<file path="src/hw/rtl/tcf_pkg.sv">
`default_nettype none

package tcf_pkg;

  // Width that holds any word length or store index up to 32 entries.
  localparam int unsigned LEN_W = 5;

  // Terminal characters that steer the framing.
  localparam logic [7:0] CH_START = 8'h3E;
  localparam logic [7:0] CH_SPACE = 8'h20;
  localparam logic [7:0] CH_CR    = 8'h0D;
  localparam logic [7:0] CH_LF    = 8'h0A;

  // Write port of one character store.
  typedef struct packed {
    logic             en;
    logic [LEN_W-1:0] addr;
    logic [7:0]       data;
  } store_wr_t;

  // A closed frame handed from the parser to the emitter.
  typedef struct packed {
    logic             valid;
    logic             withp;
    logic [LEN_W-1:0] clen;
    logic [LEN_W-1:0] plen;
  } frame_t;

endpackage

`default_nettype wire

</file>
<file path="src/hw/rtl/tcf_store.sv">
`default_nettype none

module tcf_store #(
  parameter int unsigned DEPTH = 16,
  parameter int unsigned AW    = 4
) (
  input  wire logic          clk,
  input  wire logic          we,
  input  wire logic [AW-1:0] waddr,
  input  wire logic [7:0]    wdata,
  input  wire logic          re,
  input  wire logic [AW-1:0] raddr,
  output logic      [7:0]    rdata_r
);

  logic [7:0] mem [DEPTH];

  // Single write port and one registered read port.
  always_ff @(posedge clk) begin
    if (we) begin
      mem[waddr] <= wdata;
    end
    if (re) begin
      rdata_r <= mem[raddr];
    end
  end

endmodule

`default_nettype wire

</file>
<file path="src/hw/rtl/tcf_ctrl.sv">
`default_nettype none

module tcf_ctrl
  import tcf_pkg::*;
#(
  parameter int unsigned CMD_LEN   = 16,
  parameter int unsigned PARAM_LEN = 16
) (
  input  wire logic       clk,
  input  wire logic       rst_n,
  input  wire logic       accept,
  input  wire logic [7:0] rx_byte,
  output store_wr_t       cmd_wr,
  output store_wr_t       par_wr,
  output frame_t          frame
);

  typedef enum logic [3:0] {
    P_SEARCH = 4'b0001,
    P_CMD    = 4'b0010,
    P_SKIP   = 4'b0100,
    P_PARAM  = 4'b1000
  } phase_t;

  localparam logic [LEN_W-1:0] CMD_MAX = LEN_W'(CMD_LEN - 1);
  localparam logic [LEN_W-1:0] PAR_MAX = LEN_W'(PARAM_LEN - 1);

  phase_t           phase_r, phase_nxt;
  logic [LEN_W-1:0] wi_r, wi_nxt;
  logic [LEN_W-1:0] clen_r, clen_nxt;
  logic             is_eol, is_start, is_space;

  assign is_eol   = (rx_byte == CH_CR) || (rx_byte == CH_LF);
  assign is_start = (rx_byte == CH_START);
  assign is_space = (rx_byte == CH_SPACE);

  // Parser: decides store writes and frame closure for each accepted byte.
  always_comb begin
    phase_nxt = phase_r;
    wi_nxt    = wi_r;
    clen_nxt  = clen_r;
    cmd_wr    = '{en: 1'b0, addr: wi_r, data: rx_byte};
    par_wr    = '{en: 1'b0, addr: wi_r, data: rx_byte};
    frame     = '{valid: 1'b0, withp: 1'b0, clen: clen_r, plen: '0};
    if (accept) begin
      case (phase_r)
        P_SEARCH: begin
          if (is_start) begin
            phase_nxt = P_CMD;
            wi_nxt    = '0;
          end
        end
        P_CMD: begin
          if (is_space) begin
            clen_nxt  = wi_r;
            phase_nxt = P_SKIP;
          end else if (is_eol || is_start) begin
            clen_nxt    = wi_r;
            frame.valid = 1'b1;
            frame.clen  = wi_r;
            phase_nxt   = is_eol ? P_SEARCH : P_CMD;
            wi_nxt      = '0;
          end else if (wi_r < CMD_MAX) begin
            cmd_wr.en = 1'b1;
            wi_nxt    = wi_r + 1'b1;
          end
        end
        P_SKIP: begin
          if (is_eol || is_start) begin
            frame.valid = 1'b1;
            phase_nxt   = is_eol ? P_SEARCH : P_CMD;
            wi_nxt      = '0;
          end else if (!is_space) begin
            par_wr.en   = 1'b1;
            par_wr.addr = '0;
            wi_nxt      = LEN_W'(1);
            phase_nxt   = P_PARAM;
          end
        end
        P_PARAM: begin
          if (is_space || is_eol || is_start) begin
            frame.valid = 1'b1;
            frame.withp = 1'b1;
            frame.plen  = wi_r;
            phase_nxt   = is_start ? P_CMD : P_SEARCH;
            wi_nxt      = '0;
          end else if (wi_r < PAR_MAX) begin
            par_wr.en = 1'b1;
            wi_nxt    = wi_r + 1'b1;
          end
        end
        default: begin
          phase_nxt = P_SEARCH;
        end
      endcase
    end
  end

  // Parser state registers.
  always_ff @(posedge clk) begin
    if (!rst_n) begin
      phase_r <= P_SEARCH;
      wi_r    <= '0;
      clen_r  <= '0;
    end else begin
      phase_r <= phase_nxt;
      wi_r    <= wi_nxt;
      clen_r  <= clen_nxt;
    end
  end

endmodule

`default_nettype wire

</file>
<file path="src/hw/rtl/tcf_emit.sv">
`default_nettype none

module tcf_emit
  import tcf_pkg::*;
#(
  parameter int unsigned CW = 4,
  parameter int unsigned PW = 4
) (
  input  wire logic          clk,
  input  wire logic          rst_n,
  input  wire frame_t        frame,
  output logic               busy,
  output logic               rd_en,
  output logic [CW-1:0]      cmd_raddr,
  output logic [PW-1:0]      par_raddr,
  input  wire logic [7:0]    cmd_rdata,
  input  wire logic [7:0]    par_rdata,
  output logic               out_valid,
  input  wire logic          out_ready,
  output logic               out_part,
  output logic [7:0]         out_char_code,
  output logic               out_empty_res,
  output logic               out_with_parameter,
  output logic               out_last
);

  localparam int unsigned IW = (CW > PW) ? CW : PW;

  typedef enum logic [2:0] {
    E_IDLE  = 3'b001,
    E_FETCH = 3'b010,
    E_SHOW  = 3'b100
  } emit_state_t;

  emit_state_t   state_r, state_nxt;
  logic [IW-1:0] idx_r, idx_nxt;
  logic [IW-1:0] clen_r, clen_nxt;
  logic [IW-1:0] plen_r, plen_nxt;
  logic          part_r, part_nxt;
  logic          empty_r, empty_nxt;
  logic          withp_r, withp_nxt;
  logic          cmd_end, par_end;

  assign cmd_end = ({1'b0, idx_r} + 1'b1) == {1'b0, clen_r};
  assign par_end = ({1'b0, idx_r} + 1'b1) == {1'b0, plen_r};

  // Item fields come straight from the registered read data and the
  // sequencer registers.
  assign busy               = (state_r != E_IDLE);
  assign rd_en              = (state_r == E_FETCH);
  assign cmd_raddr          = idx_r[CW-1:0];
  assign par_raddr          = idx_r[PW-1:0];
  assign out_valid          = (state_r == E_SHOW);
  assign out_part           = part_r;
  assign out_empty_res      = empty_r;
  assign out_with_parameter = withp_r;
  assign out_char_code      = empty_r ? 8'h00 : (part_r ? par_rdata : cmd_rdata);
  assign out_last           = part_r ? par_end
                                     : ((empty_r || cmd_end) && (plen_r == '0));

  // Sequencer: one read then one output transfer per character.
  always_comb begin
    state_nxt = state_r;
    idx_nxt   = idx_r;
    clen_nxt  = clen_r;
    plen_nxt  = plen_r;
    part_nxt  = part_r;
    empty_nxt = empty_r;
    withp_nxt = withp_r;
    case (state_r)
      E_IDLE: begin
        if (frame.valid) begin
          clen_nxt  = IW'(frame.clen);
          plen_nxt  = frame.withp ? IW'(frame.plen) : '0;
          withp_nxt = frame.withp;
          idx_nxt   = '0;
          part_nxt  = 1'b0;
          empty_nxt = (frame.clen == '0);
          state_nxt = (frame.clen == '0) ? E_SHOW : E_FETCH;
        end
      end
      E_FETCH: begin
        state_nxt = E_SHOW;
      end
      E_SHOW: begin
        if (out_ready) begin
          if (!part_r && !empty_r && !cmd_end) begin
            idx_nxt   = idx_r + 1'b1;
            state_nxt = E_FETCH;
          end else if (!part_r && (plen_r != '0)) begin
            part_nxt  = 1'b1;
            empty_nxt = 1'b0;
            idx_nxt   = '0;
            state_nxt = E_FETCH;
          end else if (part_r && !par_end) begin
            idx_nxt   = idx_r + 1'b1;
            state_nxt = E_FETCH;
          end else begin
            state_nxt = E_IDLE;
          end
        end
      end
      default: begin
        state_nxt = E_IDLE;
      end
    endcase
  end

  always_ff @(posedge clk) begin
    if (!rst_n) begin
      state_r <= E_IDLE;
    end else begin
      state_r <= state_nxt;
    end
  end

  always_ff @(posedge clk) begin
    idx_r   <= idx_nxt;
    clen_r  <= clen_nxt;
    plen_r  <= plen_nxt;
    part_r  <= part_nxt;
    empty_r <= empty_nxt;
    withp_r <= withp_nxt;
  end

endmodule

`default_nettype wire

</file>
<file path="src/hw/rtl/terminal_command_framer.sv">
// After the closing byte the emitter reads the stores, then offers the first item; an empty
// command item is offered without a read. Each further item needs a store read, then an
// output transfer, plus any output stall. A closing byte holds the input off until the N
// items of its frame are transferred, with N up to CMD_LEN+PARAM_LEN-2; other bytes do not.
// Reset (rst_n, synchronous, active low) returns to searching for '>' with the stores left
// as they are; both are read at each fetch, but only entries written in this frame are shown.
`default_nettype none

module terminal_command_framer
  import tcf_pkg::*;
#(
  parameter int unsigned CMD_LEN   = 16,
  parameter int unsigned PARAM_LEN = 16
) (
  input  wire logic       clk,
  input  wire logic       rst_n,
  input  wire logic       in_valid,
  output logic            in_ready,
  input  wire logic [7:0] in_rx_byte,
  output logic            out_valid,
  input  wire logic       out_ready,
  output logic            out_part,
  output logic [7:0]      out_char_code,
  output logic            out_empty_res,
  output logic            out_with_parameter,
  output logic            out_last
);

  localparam int unsigned CW = $clog2(CMD_LEN);
  localparam int unsigned PW = $clog2(PARAM_LEN);

  store_wr_t     cmd_wr, par_wr;
  frame_t        frame;
  logic          busy, rd_en, accept;
  logic [CW-1:0] cmd_raddr;
  logic [PW-1:0] par_raddr;
  logic [7:0]    cmd_rdata, par_rdata;

  // Bytes are taken only while no frame is being emitted.
  assign in_ready = !busy;
  assign accept   = in_valid && in_ready;

  tcf_ctrl #(
    .CMD_LEN   (CMD_LEN),
    .PARAM_LEN (PARAM_LEN)
  ) u_ctrl (
    .clk     (clk),
    .rst_n   (rst_n),
    .accept  (accept),
    .rx_byte (in_rx_byte),
    .cmd_wr  (cmd_wr),
    .par_wr  (par_wr),
    .frame   (frame)
  );

  tcf_store #(
    .DEPTH (CMD_LEN),
    .AW    (CW)
  ) u_cmd_store (
    .clk     (clk),
    .we      (cmd_wr.en),
    .waddr   (cmd_wr.addr[CW-1:0]),
    .wdata   (cmd_wr.data),
    .re      (rd_en),
    .raddr   (cmd_raddr),
    .rdata_r (cmd_rdata)
  );

  tcf_store #(
    .DEPTH (PARAM_LEN),
    .AW    (PW)
  ) u_par_store (
    .clk     (clk),
    .we      (par_wr.en),
    .waddr   (par_wr.addr[PW-1:0]),
    .wdata   (par_wr.data),
    .re      (rd_en),
    .raddr   (par_raddr),
    .rdata_r (par_rdata)
  );

  tcf_emit #(
    .CW (CW),
    .PW (PW)
  ) u_emit (
    .clk                (clk),
    .rst_n              (rst_n),
    .frame              (frame),
    .busy               (busy),
    .rd_en              (rd_en),
    .cmd_raddr          (cmd_raddr),
    .par_raddr          (par_raddr),
    .cmd_rdata          (cmd_rdata),
    .par_rdata          (par_rdata),
    .out_valid          (out_valid),
    .out_ready          (out_ready),
    .out_part           (out_part),
    .out_char_code      (out_char_code),
    .out_empty_res      (out_empty_res),
    .out_with_parameter (out_with_parameter),
    .out_last           (out_last)
  );

  // No byte is taken while an item is on offer.
  a_no_accept_while_out: assert property (@(posedge clk) disable iff (!rst_n)
    out_valid |-> !in_ready)
    else $error("input accepted while an item is on offer");

  // A frame closes only when the emitter can take it.
  a_frame_when_idle: assert property (@(posedge clk) disable iff (!rst_n)
    frame.valid |-> !busy)
    else $error("frame closed while emitter busy");

  // The emitter goes quiet after the final item of a frame.
  a_idle_after_last: assert property (@(posedge clk) disable iff (!rst_n)
    (out_valid && out_ready && out_last) |=> !out_valid)
    else $error("item offered after final transfer of frame");

  // An empty command item carries no character and belongs to the command.
  a_empty_item: assert property (@(posedge clk) disable iff (!rst_n)
    (out_valid && out_empty_res) |-> (!out_part && (out_char_code == 8'h00)))
    else $error("malformed empty command item");

  // Store writes only happen on a byte transfer.
  a_write_on_accept: assert property (@(posedge clk) disable iff (!rst_n)
    (cmd_wr.en || par_wr.en) |-> accept)
    else $error("store written without a byte transfer");

endmodule

`default_nettype wire
</file>
<file path="config.mk">
export PLATFORM = sky130hd
export DESIGN_NAME = terminal_command_framer
export DESIGN_NICKNAME = d
export VERILOG_FILES = /design/src/hw/rtl/tcf_pkg.sv /design/src/hw/rtl/tcf_store.sv /design/src/hw/rtl/tcf_ctrl.sv /design/src/hw/rtl/tcf_emit.sv /design/src/hw/rtl/terminal_command_framer.sv
export SDC_FILE = /design/constraint.sdc
export NUM_CORES = 1
export LEC_CHECK = 0
export ABC_AREA = 1
export BUFFER_PORTS_ARGS = -buffer_cell sky130_fd_sc_hd__buf_2
export CORE_MARGIN = 4
export CORE_UTILIZATION = 62
export CTS_BUF_LIST = sky130_fd_sc_hd__clkbuf_16
export DETAILED_ROUTE_END_ITERATION = 10
export HOLD_SLACK_MARGIN = 0.08
export PLACE_DENSITY_LB_ADDON = 0.08
export SYNTH_ARGS = -nofsm -noshare
export SYNTH_HDL_FRONTEND = slang
export SYNTH_SLANG_ARGS = --single-unit
</file>
<file path="constraint.sdc">
create_clock -name clk -period 2.7 [get_ports clk]
set_input_delay 0.135 -clock clk [delete_from_list [all_inputs] [get_ports clk]]
set_output_delay 0.135 -clock clk [all_outputs]
set_load 0.02 [all_outputs]
</file>
==> flow_summary.ini <==
[outcome]
status = finished, final reports clean

[clock_tree]
clockRootBuffer = clkbuf_16
clkTransAtPathRegs_ns = 0.06
htreeDepth = 1
clkLatencyLatePin_ns = 0.55
clock_sinks = 304
ctsLongestPathBuffers = 3
numCtsBuffers = 31
cts_tree = yes

[placed_design]
hpwl_um = 18300
gp_congestion = 0.879
post_dp_cell_area_um2 = 13400
io_buffers = 25

[timing]
setup_tns_ns = 0
finalSetupViolCount = 0
slew_headroom = 0.344
fmax_mhz = 399
rsz0062_at_grt = no
finalHoldViolations = 0
worst_pin_slew_ns = 0.983
fin_crit_ns = 2.51
fin_skew_ns = 0.0157
finalMaxSlewViolations = 0
fin_crit_sh = 0.929

[power_and_ir_drop]
leakage_nw = 5.22
ir_worst_vdd_v = 0.000698
power_density_nw_per_um2 = 765

[finish]
area_growth_pct = 15.5
antenna_cells = 0
layout-drive-gt1-share = 0.150
n_fill_cell = 1369
layout.nets = 1166
layout_commonest_cell = edfxtp_1
stdcell_area_um2 = 14700
mostFrequentLayoutCells = 287 x edfxtp_1, 218 x nor2_1, 164 x o21ai_0

[floorplan]
die_w_um = 151
std_cell_rows = 52
pin_count = 26
start_util = 0.629
die_y_um = 151
dieArea_um2 = 22800
design.core.area_um2 = 20200

[critical_path]
cp_max_fo = 7
arrival_ns = 2.37
critical_path_class = flip-flop to output pin
required_ns = 2.57
worst_setup_path_start_kind = flip-flop
worstSetupEndpointType = output pin

[synth]
synthSimpleGateAreaFrac = 0.122
postSynthCellCount = 1075
synth_warnings = 0
synth-compound-area-share = 0.126
ys_seq_elements = 304
synthAdderAreaFrac = 0.00493
synth_edf_count = 287
synth_flop_cell = edfxtp_1
synth_xor_area_frac = 0.00602
async_reset_ff_frac = 0
synth_top_family_by_area = compound AO/OA/AOI/OAI gates
avgSynthCellArea_um2 = 11.8
synth_cell_type_count = 44
muxShareOfSynthArea = 0
ys_seq_area_frac = 0.706
syn-cell-area_um2 = 12700

[global_route]
grtUsageTotal = 0.259
grt_max_degree = 100
grt_pass1_wl_um = 44700
grt_pass1_vias = 8117
grt_overflow = 0
antenna_found_initial = 0

[drt]
via_per_inst = 5.97
routed_wl_um = 29900
first_pass_iters = 5
drt_iter0_markers = 948
wl_per_cell_um = 20.7
drc = 0
final_antenna_net_count = 0
num_vias = 8619

[hold_path]
worst_hold_path_type = primary input to flip-flop

[job]
cap_violations = 0
==> worst paths after layout <==
path / cells past startpoint / from / slack [ns] / to
setup / recovery: 8 / u_emit.cmd_raddr[0]$_SDFFCE_PN0P_ / 0.19 / out_last
setup reg to reg: 9 / u_emit.cmd_raddr[0]$_SDFFCE_PN0P_ / 0.38 / u_emit.cmd_raddr[3]$_SDFFCE_PN0P_
hold reg to reg: 2 / u_ctrl.phase_r[3]$_SDFFE_PN0P_ / 0.49 / u_ctrl.phase_r[3]$_SDFFE_PN0P_
hold / removal: 2 / in_rx_byte[3] / 0.15 / u_par_store.mem[13][3]$_DFFE_PP_
==> power by group <==
part           internal (W)  switching (W)  leakage, nW
Combinational      0.000348       0.000796         1.91
Sequential          0.00522      0.0000581         2.73
Clock               0.00303        0.00175        0.578
Total               0.00860        0.00260         5.22
==> cell families (layout without fill, tap and decap cells) <==
| logic type | after synthesis | count (layout) |
|---|---|---|
| and+or+nand+nor | 351 | 351 |
| DFF | 304 | 304 |
| AOI/OAI and AO/OA | 294 | 294 |
| buffers and inverters | 113 | 205 |
| xor gates and xnor gates | 7 | 7 |
| adders and majority gates | 5 | 5 |
| other | 1 | 8 |
==> layer usage <==
metal,share of wire,GRT usage
met5,0,0
met4,0.020,0.0653
met3,0.11,0.0610
met2,0.47,0.412
met1,0.40,0.368
==> final cells by class <==
cell class                 instances  area (um^2)  area share
clock inverter                    27          378      0.0258
timing repair buffer              88          667      0.0455
clock buffer                      31          776      0.0529
sequential                       304         8960       0.611
inverter                          59          223      0.0152
multi-input combinational        665         3310       0.226
tap                              270          338      0.0231
==> through the flow <==
stage          hold slack (ns)   util  power, W  setup slack, ns  instances
2_1_floorplan            0.234      -   0.00610            0.501       1082
3_3_place_gp             0.450  0.666   0.00648            0.448       1380
3_5_place_dp             0.461  0.666   0.00650            0.383       1380
4_1_cts                  0.134  0.725    0.0112            0.138       1442
5_1_grt                  0.166  0.726    0.0116           0.0201       1444
6_report                 0.149  0.726    0.0112            0.192       1444
==> flip-flops by register name, summed over array words and instances, names as in the netlist <==
register / count
u_cmd_store.mem: 128
u_par_store.mem: 128
u_cmd_store.rdata_r: 8
u_par_store.rdata_r: 8
u_ctrl.clen_r: 5
u_ctrl.wi_r: 5
u_ctrl.phase_r: 4
u_emit.clen_r: 4
u_emit.cmd_raddr: 4
u_emit.plen_r: 4
u_emit.state_r: 3
u_emit.out_empty_res: 1
u_emit.out_part: 1
u_emit.out_with_parameter: 1
==> worst max-delay path: stages, from the launching register on <==
cell,delay (ns)
edfxtp_1,0.51
ha_1,0.36
xor2_1,0.16
nor3_1,0.15
nand3_1,0.09
o21ai_1,0.18
nand2_1,0.11
inv_1,0.09
buf_2,0.17
==> timing repair <==
| action | 4_1_cts | 5_1_grt |
|---|---|---|
| buffers inserted | 0 | 1 |
| endpoints found under the hold margin | 24 | 0 |
| gates resized for setup | 0 | 1 |
| hold buffers | 4 | 0 |
| endpoints found under the setup margin | 0 | 1 |
==> cell usage after synthesis, types with 4 or more instances <==
cell type / number / area [um^2]
edfxtp_1: 287 / 8620
nor2_1: 218 / 818
o21ai_0: 164 / 821
o22ai_1: 78 / 488
nand2_1: 73 / 274
inv_1: 45 / 169
clkbuf_1: 41 / 154
a21oi_1: 35 / 175
dfxtp_1: 17 / 340
nand3_1: 17 / 85.1
inv_2: 12 / 45.0
nor3_1: 10 / 50.1
o21ai_1: 9 / 45.0
buf_2: 7 / 35.0
ha_1: 5 / 62.6
nand2_2: 5 / 31.3
nor2_2: 5 / 31.3
nand3_2: 4 / 40.0
Power figures use the tool's default switching activity.
